--- src/rtl/tmrle_pkg.sv ---
// Shared types and constants for the tile map run-length encoder.
package tmrle_pkg;

    localparam int unsigned FIFO_DEPTH_DEF = 4;

    localparam logic [3:0] BOULDER_TILE = 4'hE;
    localparam logic [3:0] SPIDER_TILE  = 4'hF;
    localparam logic [3:0] MAX_EXTRA    = 4'hF;

    typedef struct packed {
        logic       last_of_run;
        logic [7:0] code_byte;
    } t_entry;

    typedef struct packed {
        logic [1:0] num;
        t_entry     ent0;
        t_entry     ent1;
    } t_push;

endpackage

--- src/rtl/tmrle_run_core.sv ---
// Run tracking state and per-item run decision.
module tmrle_run_core (
    input  logic               i_clk,
    input  logic               i_rst_n,
    input  logic               i_fire,
    input  logic [3:0]         i_tile_code,
    input  logic               i_keep_single,
    input  logic               i_row_end,
    input  logic               i_boulder_runs,
    output tmrle_pkg::t_push   o_push
);
    import tmrle_pkg::*;

    logic       r_run_open;
    logic [3:0] r_run_tile;
    logic [3:0] r_run_extra;
    logic       n_run_open;
    logic [3:0] n_run_tile;
    logic [3:0] n_run_extra;

    logic [3:0] extra_inc;
    logic       joins;
    logic       lone;
    t_push      push;

    always_comb begin
        extra_inc   = r_run_extra + 4'd1;
        joins       = r_run_open && (i_tile_code == r_run_tile) && !i_keep_single;
        lone        = i_keep_single || i_row_end ||
                      (!i_boulder_runs &&
                       (i_tile_code == BOULDER_TILE || i_tile_code == SPIDER_TILE));
        n_run_open  = r_run_open;
        n_run_tile  = r_run_tile;
        n_run_extra = r_run_extra;
        push        = '0;
        if (joins) begin
            if (extra_inc == MAX_EXTRA || i_row_end) begin
                push.num  = 2'd1;
                push.ent0 = '{last_of_run: 1'b1, code_byte: {extra_inc, r_run_tile}};
                n_run_open  = 1'b0;
                n_run_extra = 4'd0;
            end else begin
                n_run_extra = extra_inc;
            end
        end else begin
            if (r_run_open) begin
                push.num  = 2'd1;
                push.ent0 = '{last_of_run: 1'b0, code_byte: {r_run_extra, r_run_tile}};
            end
            if (lone) begin
                n_run_open  = 1'b0;
                n_run_extra = 4'd0;
                if (r_run_open) begin
                    push.num  = 2'd2;
                    push.ent1 = '{last_of_run: 1'b1, code_byte: {4'd0, i_tile_code}};
                end else begin
                    push.num  = 2'd1;
                    push.ent0 = '{last_of_run: 1'b1, code_byte: {4'd0, i_tile_code}};
                end
            end else begin
                // close pending run on the last result it made
                if (r_run_open) begin
                    push.ent0.last_of_run = 1'b1;
                end
                n_run_open  = 1'b1;
                n_run_tile  = i_tile_code;
                n_run_extra = 4'd0;
            end
        end
        if (!i_fire) begin
            push = '0;
        end
    end

    assign o_push = push;

    always_ff @(posedge i_clk) begin
        if (!i_rst_n) begin
            r_run_open  <= 1'b0;
            r_run_tile  <= 4'd0;
            r_run_extra <= 4'd0;
        end else if (i_fire) begin
            r_run_open  <= n_run_open;
            r_run_tile  <= n_run_tile;
            r_run_extra <= n_run_extra;
        end
    end

    a_open_below_max: assert property (@(posedge i_clk) disable iff (!i_rst_n)
        r_run_open |-> r_run_extra != MAX_EXTRA)
        else $error("pending run holds full count");

    a_closed_zero: assert property (@(posedge i_clk) disable iff (!i_rst_n)
        !r_run_open |-> r_run_extra == 4'd0)
        else $error("count kept without pending run");

    a_pair_order: assert property (@(posedge i_clk) disable iff (!i_rst_n)
        o_push.num == 2'd2 |-> !o_push.ent0.last_of_run && o_push.ent1.last_of_run &&
                               r_run_open)
        else $error("two results with wrong last marks");

    a_join_no_output: assert property (@(posedge i_clk) disable iff (!i_rst_n)
        (i_fire && joins && !i_row_end && extra_inc != MAX_EXTRA) |-> o_push.num == 2'd0)
        else $error("result emitted while run continues");

endmodule

--- src/rtl/tmrle_out_fifo.sv ---
// Result queue taking up to two items per cycle and giving one.
module tmrle_out_fifo #(
    parameter int unsigned DEPTH = tmrle_pkg::FIFO_DEPTH_DEF
) (
    input  logic               i_clk,
    input  logic               i_rst_n,
    input  tmrle_pkg::t_push   i_push,
    output logic               o_room,
    output logic               o_out_valid,
    input  logic               i_out_stall,
    output logic [7:0]         o_code_byte,
    output logic               o_last_of_run
);
    import tmrle_pkg::*;

    localparam int unsigned AW = $clog2(DEPTH);
    localparam int unsigned CW = AW + 1;

    t_entry          r_mem [DEPTH];
    logic [AW-1:0]   r_wr_ptr;
    logic [AW-1:0]   r_rd_ptr;
    logic [CW-1:0]   r_count;
    logic [CW-1:0]   n_count;
    logic            pop;
    logic [AW-1:0]   wr_ptr_1;

    assign pop         = (r_count != '0) && !i_out_stall;
    assign o_out_valid = (r_count != '0);
    assign o_room      = (r_count <= CW'(DEPTH - 2));
    assign wr_ptr_1    = r_wr_ptr + AW'(1);
    assign n_count     = r_count + CW'(i_push.num) - CW'(pop);

    assign o_code_byte   = r_mem[r_rd_ptr].code_byte;
    assign o_last_of_run = r_mem[r_rd_ptr].last_of_run;

    always_ff @(posedge i_clk) begin
        if (i_push.num != 2'd0) begin
            r_mem[r_wr_ptr] <= i_push.ent0;
        end
        if (i_push.num == 2'd2) begin
            r_mem[wr_ptr_1] <= i_push.ent1;
        end
    end

    always_ff @(posedge i_clk) begin
        if (!i_rst_n) begin
            r_wr_ptr <= '0;
            r_rd_ptr <= '0;
            r_count  <= '0;
        end else begin
            r_wr_ptr <= r_wr_ptr + AW'(i_push.num);
            if (pop) begin
                r_rd_ptr <= r_rd_ptr + AW'(1);
            end
            r_count <= n_count;
        end
    end

    a_no_overflow: assert property (@(posedge i_clk) disable iff (!i_rst_n)
        r_count <= CW'(DEPTH))
        else $error("result queue overflow");

    a_push_with_room: assert property (@(posedge i_clk) disable iff (!i_rst_n)
        i_push.num != 2'd0 |-> o_room)
        else $error("push without room");

    a_ptr_gap: assert property (@(posedge i_clk) disable iff (!i_rst_n)
        AW'(r_wr_ptr - r_rd_ptr) == r_count[AW-1:0])
        else $error("pointers disagree with count");

endmodule

--- src/rtl/tile_map_run_length_encoder_top.sv ---
// Top level of the tile map run-length encoder.
//
// Input channel: i_in_valid / o_in_stall with i_tile_code, i_keep_single,
// i_row_end; an item is taken at an edge with valid high and stall low.
// Output channel: o_out_valid / i_out_stall with o_code_byte, o_last_of_run.
// Each item gives zero, one or two results; o_last_of_run marks the final
// result that an item causes.
// Config: i_cfg_we writes i_cfg_wdata to the boulder run enable (reset 0);
// write it only while the block is idle.
// Order: an item is registered at the input, decided against the run
// state once the result queue has room, and then pushed into the result
// queue; its first result shows on the output once the queue has stored
// it, and is taken at an edge with o_out_valid high and i_out_stall low.
// Throughput: one item per cycle while the result queue (FIFO_DEPTH entries,
// power of two, at least 4) keeps room for two results; items that give two
// results drain at one result per cycle while the receiver does not stall.
// Reset (synchronous, active low) closes any pending run, empties the queue
// and clears the boulder run enable. When the receiver stalls, results hold
// in the queue and o_in_stall rises once it cannot take another pair.
module tile_map_run_length_encoder_top #(
    parameter int unsigned FIFO_DEPTH = tmrle_pkg::FIFO_DEPTH_DEF
) (
    input  logic       i_clk,
    input  logic       i_rst_n,
    input  logic       i_cfg_we,
    input  logic       i_cfg_wdata,
    input  logic       i_in_valid,
    output logic       o_in_stall,
    input  logic [3:0] i_tile_code,
    input  logic       i_keep_single,
    input  logic       i_row_end,
    output logic       o_out_valid,
    input  logic       i_out_stall,
    output logic [7:0] o_code_byte,
    output logic       o_last_of_run
);
    import tmrle_pkg::*;

    logic       r_compress;
    logic       r_in_valid;
    logic [3:0] r_tile_code;
    logic       r_keep_single;
    logic       r_row_end;
    logic       room;
    logic       fire;
    logic       accept;
    t_push      push;

    assign fire       = r_in_valid && room;
    assign o_in_stall = r_in_valid && !room;
    assign accept     = i_in_valid && !o_in_stall;

    always_ff @(posedge i_clk) begin
        if (!i_rst_n) begin
            r_compress <= 1'b0;
            r_in_valid <= 1'b0;
        end else begin
            if (i_cfg_we) begin
                r_compress <= i_cfg_wdata;
            end
            if (accept) begin
                r_in_valid <= 1'b1;
            end else if (fire) begin
                r_in_valid <= 1'b0;
            end
        end
    end

    always_ff @(posedge i_clk) begin
        if (accept) begin
            r_tile_code   <= i_tile_code;
            r_keep_single <= i_keep_single;
            r_row_end     <= i_row_end;
        end
    end

    tmrle_run_core u_core (
        .i_clk          (i_clk),
        .i_rst_n        (i_rst_n),
        .i_fire         (fire),
        .i_tile_code    (r_tile_code),
        .i_keep_single  (r_keep_single),
        .i_row_end      (r_row_end),
        .i_boulder_runs (r_compress),
        .o_push         (push)
    );

    tmrle_out_fifo #(
        .DEPTH (FIFO_DEPTH)
    ) u_fifo (
        .i_clk         (i_clk),
        .i_rst_n       (i_rst_n),
        .i_push        (push),
        .o_room        (room),
        .o_out_valid   (o_out_valid),
        .i_out_stall   (i_out_stall),
        .o_code_byte   (o_code_byte),
        .o_last_of_run (o_last_of_run)
    );

endmodule

--- config.mk ---
export PLATFORM = sky130hd
export DESIGN_NAME = tile_map_run_length_encoder_top
export DESIGN_NICKNAME = d
export VERILOG_FILES = /design/src/rtl/tmrle_pkg.sv /design/src/rtl/tmrle_run_core.sv /design/src/rtl/tmrle_out_fifo.sv /design/src/rtl/tile_map_run_length_encoder_top.sv
export SDC_FILE = /design/constraint.sdc
export NUM_CORES = 1
export LEC_CHECK = 0
export BUFFER_PORTS_ARGS = -buffer_cell sky130_fd_sc_hd__buf_2
export CAP_MARGIN = 20
export CORE_UTILIZATION = 60
export CTS_BUF_LIST = sky130_fd_sc_hd__clkbuf_16
export CTS_CLUSTER_SIZE = 30
export DETAILED_ROUTE_END_ITERATION = 8
export HOLD_SLACK_MARGIN = 0.1
export MAX_ROUTING_LAYER = met4
export PLACE_DENSITY = 0.79
export RECOVER_POWER = 50
export SYNTH_ARGS = -nofsm -noshare
export SYNTH_HDL_FRONTEND = slang
export SYNTH_SLANG_ARGS = --single-unit
--- constraint.sdc ---
create_clock -name i_clk -period 2.8 [get_ports i_clk]
set_input_delay 0.14 -clock i_clk [delete_from_list [all_inputs] [get_ports i_clk]]
set_output_delay 0.14 -clock i_clk [all_outputs]
set_load 0.1 [all_outputs]
==> impl_metrics.yaml, run 1 <==
status:
  status: "finished clean"
yosys:
  synth_top_family_by_area: "simple AND/OR/NAND/NOR gates"
  syn-num-nets: 311
  yosys.area_share.simple: 0.189
  synth_xor_area_frac: 0.0321
  yosysMostFrequentCell: "dfxtp_1"
  synth_edf_count: 26
  async_flop_share: 0
  synth_seq_cells: 62
  yosysWarnings: 0
  ys_top_cells_by_area: "edfxtp_1 24%, dfxtp_1 22%, mux2i_1 7.3%"
  synthDistinctLibCells: 53
  synth_ff_type: "dfxtp_1"
  synth_top_area_frac: 0.239
  yosys.area.top_type: "edfxtp_1"
  synth-seq-area-share: 0.459
  synthCells: 293
  synth.top_cells.by_count: "36 x dfxtp_1, 34 x nand2_1, 26 x edfxtp_1"
  synth.area.mux_share: 0.135
  synth_compound_area_frac: 0.131
  synth_area_per_cell_um2: 11.2
  syn_area_um2: 3270
  synthAdderAreaFrac: 0.0252
timing:
  setup_viol: 0
  timing.final.ws_setup_ns: 0.205
  fmax_mhz: 385
  period_needed_ns: 2.60
  worst_slew_pin_slew_ns: 1.16
  period_share: 0.927
  drv_slew: 0
  hold_violations: 0
  relSlewSlack: 0.228
  rsz0062_at_grt: "false"
  fin_worst_skew_ns: 0.00509
  setup-tns-final_ns: 0
place:
  dp_hpwl_um: 4890
  gp_congestion: 0.918
  io_buffers: 22
  dp.cells: 384
  pre_cts_ws_ns: 0.278
worst_setup_path:
  worstSetupStartpointType: "flop"
  arrival_ns: 2.82
  r2r-end: "u_fifo.r_count[2]"
  r2r_slack_ns: 0.20
  path_max_fanout: 7
  end_kind: "flop"
  worst_r2r_path_depth: 10
  rr_startpoint: "u_core.r_run_extra[1]"
  crit_type: "flop to flop"
  crit_required_ns: 3.03
route:
  drt-initial-drc-count: 177
  drc: 0
  avgRoutedWirePerCell_um: 18.0
  drt_pre_antenna_iters: 5
  drtAntennaViolNets: 0
  via_count: 2526
  via_per_inst: 6.18
  routed_wl_um: 7350
power_and_ir_drop:
  irDropWorstVdd_mv: 0.795
  p_per_area_nw_per_um2: 779
  leakage_nw: 1.47
layout:
  nFillCells: 355
  drive_above_1_share: 0.186
  multi_input_comb_area_um2: 1650
  seq_area_um2: 1500
  syn2layout_area_growth_pct: 17.4
  diodes: 0
  layout.nets: 352
  instances_no_fill: 409
clocking:
  ctsResizeCount: 0
  postCtsSetupRepairBufs: 0
  cts_tree: "yes"
  clock_latency_ns: 0.33
  cts_sinks: 62
  numCtsBuffers: 9
  clock_path_buffers: 2
  h-tree-depth: 3
  cts_root_buf: "clkbuf_16"
  clk_transition_reported_paths_ns: 0.05
worst_hold_path:
  hold_class: "input pin to flop"
  whs_path_depth: 2
  min_from: "i_rst_n"
  whs_endpoint: "r_in_valid"
flow_run:
  cap_violations: 0
die:
  die_area_um2: 5750
  rows: 26
  coreArea_um2: 5170
  io_pins: 23
  start_util: 0.633
  floorplan.die.width_um: 75.8
  fp.dieH_um: 75.8
global_route:
  overflow: 0
  grt_first_pass_wirelength_um: 11500
  track_usage: 0.291
  antenna_found_initial: 0
  grt_max_degree: 23
  grt_pass1_vias: 2380
==> state kept, by name, summed over array words and instances, names as in the netlist, named ones only <==
signal	count
r_keep_single	1
u_core.r_run_extra	4
r_in_valid	1
u_fifo.r_rd_ptr	2
r_compress	1
u_core.r_run_tile	4
u_fifo.r_count	3
u_core.r_run_open	1
u_fifo.r_mem	36
r_row_end	1
u_fifo.r_wr_ptr	2
r_tile_code	4
==> layout make-up <==
type | count | share of cell area
clock buffers | 9 | 0.0586
clock inverters | 7 | 0.0173
inverters | 4 | 0.00391
multi-input cells | 211 | 0.430
flip-flops and latches | 62 | 0.391
well taps | 70 | 0.0228
repair buffers | 46 | 0.0765
==> repair_timing <==
item | 4_1_cts | 5_1_grt
setup endpoints to repair | 0 | 0
hold buffers | 9 | 0
hold endpoints to repair | 8 | 0
==> cells in the final DEF (no fill, tap or decap), drive strengths merged, types with 3 or more instances in the layout <==
master	count
inv	5
a21boi	3
nand2	34
nand2b	4
mux4	9
dlygate4sd3	9
o211ai	3
o31ai	3
a21oi	6
nand3	7
nor2	6
o22ai	16
and2	6
xor2	4
dfxtp	36
clkinvlp	3
o21ai	4
a22o	4
edfxtp	26
and3	6
ha	5
xnor2	8
o2111ai	7
nand4	12
buf	23
a2111oi	4
nor2b	17
mux2i	24
clkbuf	23
==> worst max-delay path: stages (launching register included) <==
cell and delay (ns):
dfxtp_1 0.47, ha_1 0.28, and4b_2 0.27, nor2_2 0.07
nand4_1 0.13, nand3_2 0.16, or2_2 0.32, fa_1 0.37
xor2_1 0.16, xnor2_1 0.11, and2_1 0.15
==> worst max path at each step <==
stage	start	to	slack, ns	cells past startpoint
after floorplan	u_fifo.r_count[1]	r_keep_single	0.21	3
after detailed placement	r_tile_code[1]	u_fifo.r_count[2]	0.28	10
after global routing	r_tile_code[1]	u_fifo.r_count[2]	0.06	10
after global placement	u_core.r_run_extra[1]	u_fifo.r_count[2]	0.33	10
final	u_core.r_run_extra[1]	u_fifo.r_count[2]	0.20	10
after CTS	r_tile_code[1]	u_fifo.r_count[2]	0.27	10
==> cell families after synthesis <==
family / Yosys count
simple gates: 104
flops: 62
compound gates: 56
mux: 33
buf+inv: 20
xor+xnor: 12
fa+ha+maj: 6
==> stage by stage <==
step / hold slack [ns] / util / total power, mW / instance area (µm²)
2_1_floorplan: 0.239 / - / 1.80 / 3280
3_3_place_gp: 0.317 / 0.679 / 1.93 / 3510
3_5_place_dp: 0.318 / 0.679 / 1.94 / 3510
4_1_cts: 0.224 / 0.752 / 3.02 / 3890
5_1_grt: 0.243 / 0.743 / 3.10 / 3840
6_report: 0.219 / 0.743 / 2.99 / 3840
==> power breakdown <==
part	internal (mW)	switching (mW)
logic	0.259	0.550
registers	1.01	0.0895
clock network	0.681	0.403
total	1.95	1.04
==> metal layers <==
layer	routed length (µm)	track usage	vias up
li1	-	-	1201
met1	3190	0.350	1197
met2	3620	0.461	112
met3	396	0.0635	16
met4	140	0.146	0
met5	0	-	-
(Power assumes the default switching activity.)
==> inputs of run 2 (changes only) <==
Settings changed: MAX_ROUTING_LAYER met4 to default.
==> impl_metrics.yaml, run 2 (synthesized netlist as in run 1, its figures left out) <==
clocking:
  clock_latency_ns: 0.33
  cts_tree: "yes"
  cts_hold_buf: 9
  numCtsBuffers: 9
  ctsResizeCount: 0
  clock_path_buffers: 2
  clk_transition_reported_paths_ns: 0.05
  cts_root_buf: "clkbuf_16"
  postCtsSetupRepairBufs: 0
  cts_sinks: 62
  h-tree-depth: 3
global_route:
  track_usage: 0.282
  grt_first_pass_wirelength_um: 11500
  grt_pass1_vias: 2374
  grt_max_degree: 23
  antenna_found_initial: 0
  overflow: 0
power_and_ir_drop:
  p_comb_frac: 0.270
  clock_power_share: 0.361
  switching_share: 0.347
  irDropWorstVdd_mv: 0.790
  power.net_switching_mw: 1.04
  leakage_nw: 1.47
  p_per_area_nw_per_um2: 778
  p_int_mw: 1.95
  power_frac_seq: 0.368
  p_total_mw: 2.99
timing:
  period_share: 0.924
  drv_slew: 0
  period_needed_ns: 2.59
  rsz0062_at_grt: "false"
  worst_slew_pin_slew_ns: 1.16
  setup-tns-final_ns: 0
  hold_slack_ns: 0.219
  hold_violations: 0
  setup_viol: 0
  fmax_mhz: 386
  timing.final.ws_setup_ns: 0.212
  fin_worst_skew_ns: 0.00519
  relSlewSlack: 0.228
die:
  start_util: 0.633
  io_pins: 23
  fp.dieH_um: 75.8
  rows: 26
  die_area_um2: 5750
  coreArea_um2: 5170
  floorplan.die.width_um: 75.8
worst_setup_path:
  slowest_stage: "dfxtp_1"
  r2r_slack_ns: 0.21
  crit_type: "flop to flop"
  r2r-end: "u_fifo.r_count[2]"
  arrival_ns: 2.81
  end_kind: "flop"
  worstSetupStartpointType: "flop"
  crit_required_ns: 3.02
  max_stage_delay_ns: 0.46
  worst_r2r_path_depth: 10
  rr_startpoint: "u_core.r_run_extra[1]"
  path_max_fanout: 7
  path_cells: "ha_1 -> and4b_2 -> nor2_2 -> nand4_1 -> nand3_2 -> or2_2 -> fa_1 -> xor2_1 -> xnor2_1 -> and2_1"
layout:
  multi_input_comb_area_um2: 1650
  instances_no_fill: 409
  max_flop_register: "u_fifo.r_mem"
  nFillCells: 355
  layout.nets: 352
  mostFrequentLayoutCells: "36 x dfxtp_1, 34 x nand2_1, 26 x edfxtp_1"
  drive_above_1_share: 0.186
  syn2layout_area_growth_pct: 17.4
  seq_area_um2: 1500
  largest_reg_flops: 36
  diodes: 0
  mostFrequentLayoutCell: "dfxtp_1"
place:
  dp_hpwl_um: 4890
  io_buffers: 22
  pre_cts_ws_ns: 0.278
  gp_congestion: 0.902
  dp.cells: 384
route:
  drt-initial-drc-count: 186
  drc: 0
  routed_wl_um: 7310
  drtAntennaViolNets: 0
  drt_pre_antenna_iters: 5
  via_per_inst: 6.16
  via_count: 2521
  avgRoutedWirePerCell_um: 17.9
flow_run:
  cap_violations: 0
worst_hold_path:
  hold_class: "input pin to flop"
  whs_endpoint: "r_in_valid"
  min_from: "i_rst_n"
  whs_path_depth: 2
status:
  status: "finished clean"
-- run 2: cell type report --
type	count	share of cell area
sequential	62	0.391
tap	70	0.0228
timing repair buffer	46	0.0765
multi-input combinational	211	0.430
clock inverter	7	0.0173
inverter	4	0.00391
clock buffer	9	0.0586
-- run 2: worst max-delay path: cells and delay by family (launching register included) --
family                   cells  cell delay [ns]
XOR/XNOR                     2             0.27
adder cells (fa/ha/maj)      2             0.65
flip-flops                   1             0.46
AND/OR/NAND/NOR              6             1.09
-- run 2: worst max-delay path by stage --
stage                                   end  slack [ns]             startpoint
after CTS                 u_fifo.r_count[2]        0.27         r_tile_code[1]
after global placement    u_fifo.r_count[2]        0.33  u_core.r_run_extra[1]
after global routing      u_fifo.r_count[2]        0.06         r_tile_code[1]
after floorplan               r_keep_single        0.21      u_fifo.r_count[1]
after detailed placement  u_fifo.r_count[2]        0.28         r_tile_code[1]
final                     u_fifo.r_count[2]        0.21  u_core.r_run_extra[1]
-- run 2: power by group through the flow --
stage               combinational (mW)  sequential [mW]  clock (mW)
floorplan                        0.737             1.06           0
global placement                 0.816             1.12           0
detailed placement               0.823             1.12           0
CTS                              0.835             1.10        1.08
global route                     0.864             1.11        1.13
finish                           0.808             1.10        1.08
-- run 2: stage by stage --
stage               cell area, µm²  utilization
global route                  3840        0.743
CTS                           3890        0.752
global placement              3510        0.679
floorplan                     3280            -
finish                        3840        0.743
detailed placement            3510        0.679
-- run 2: layer usage --
layer	part of all wire	routed length, µm	global-route usage
met1	0.43	3180	0.346
met2	0.49	3620	0.463
met3	0.050	363	0.0675
met4	0.021	151	0.146
met5	0	0	0
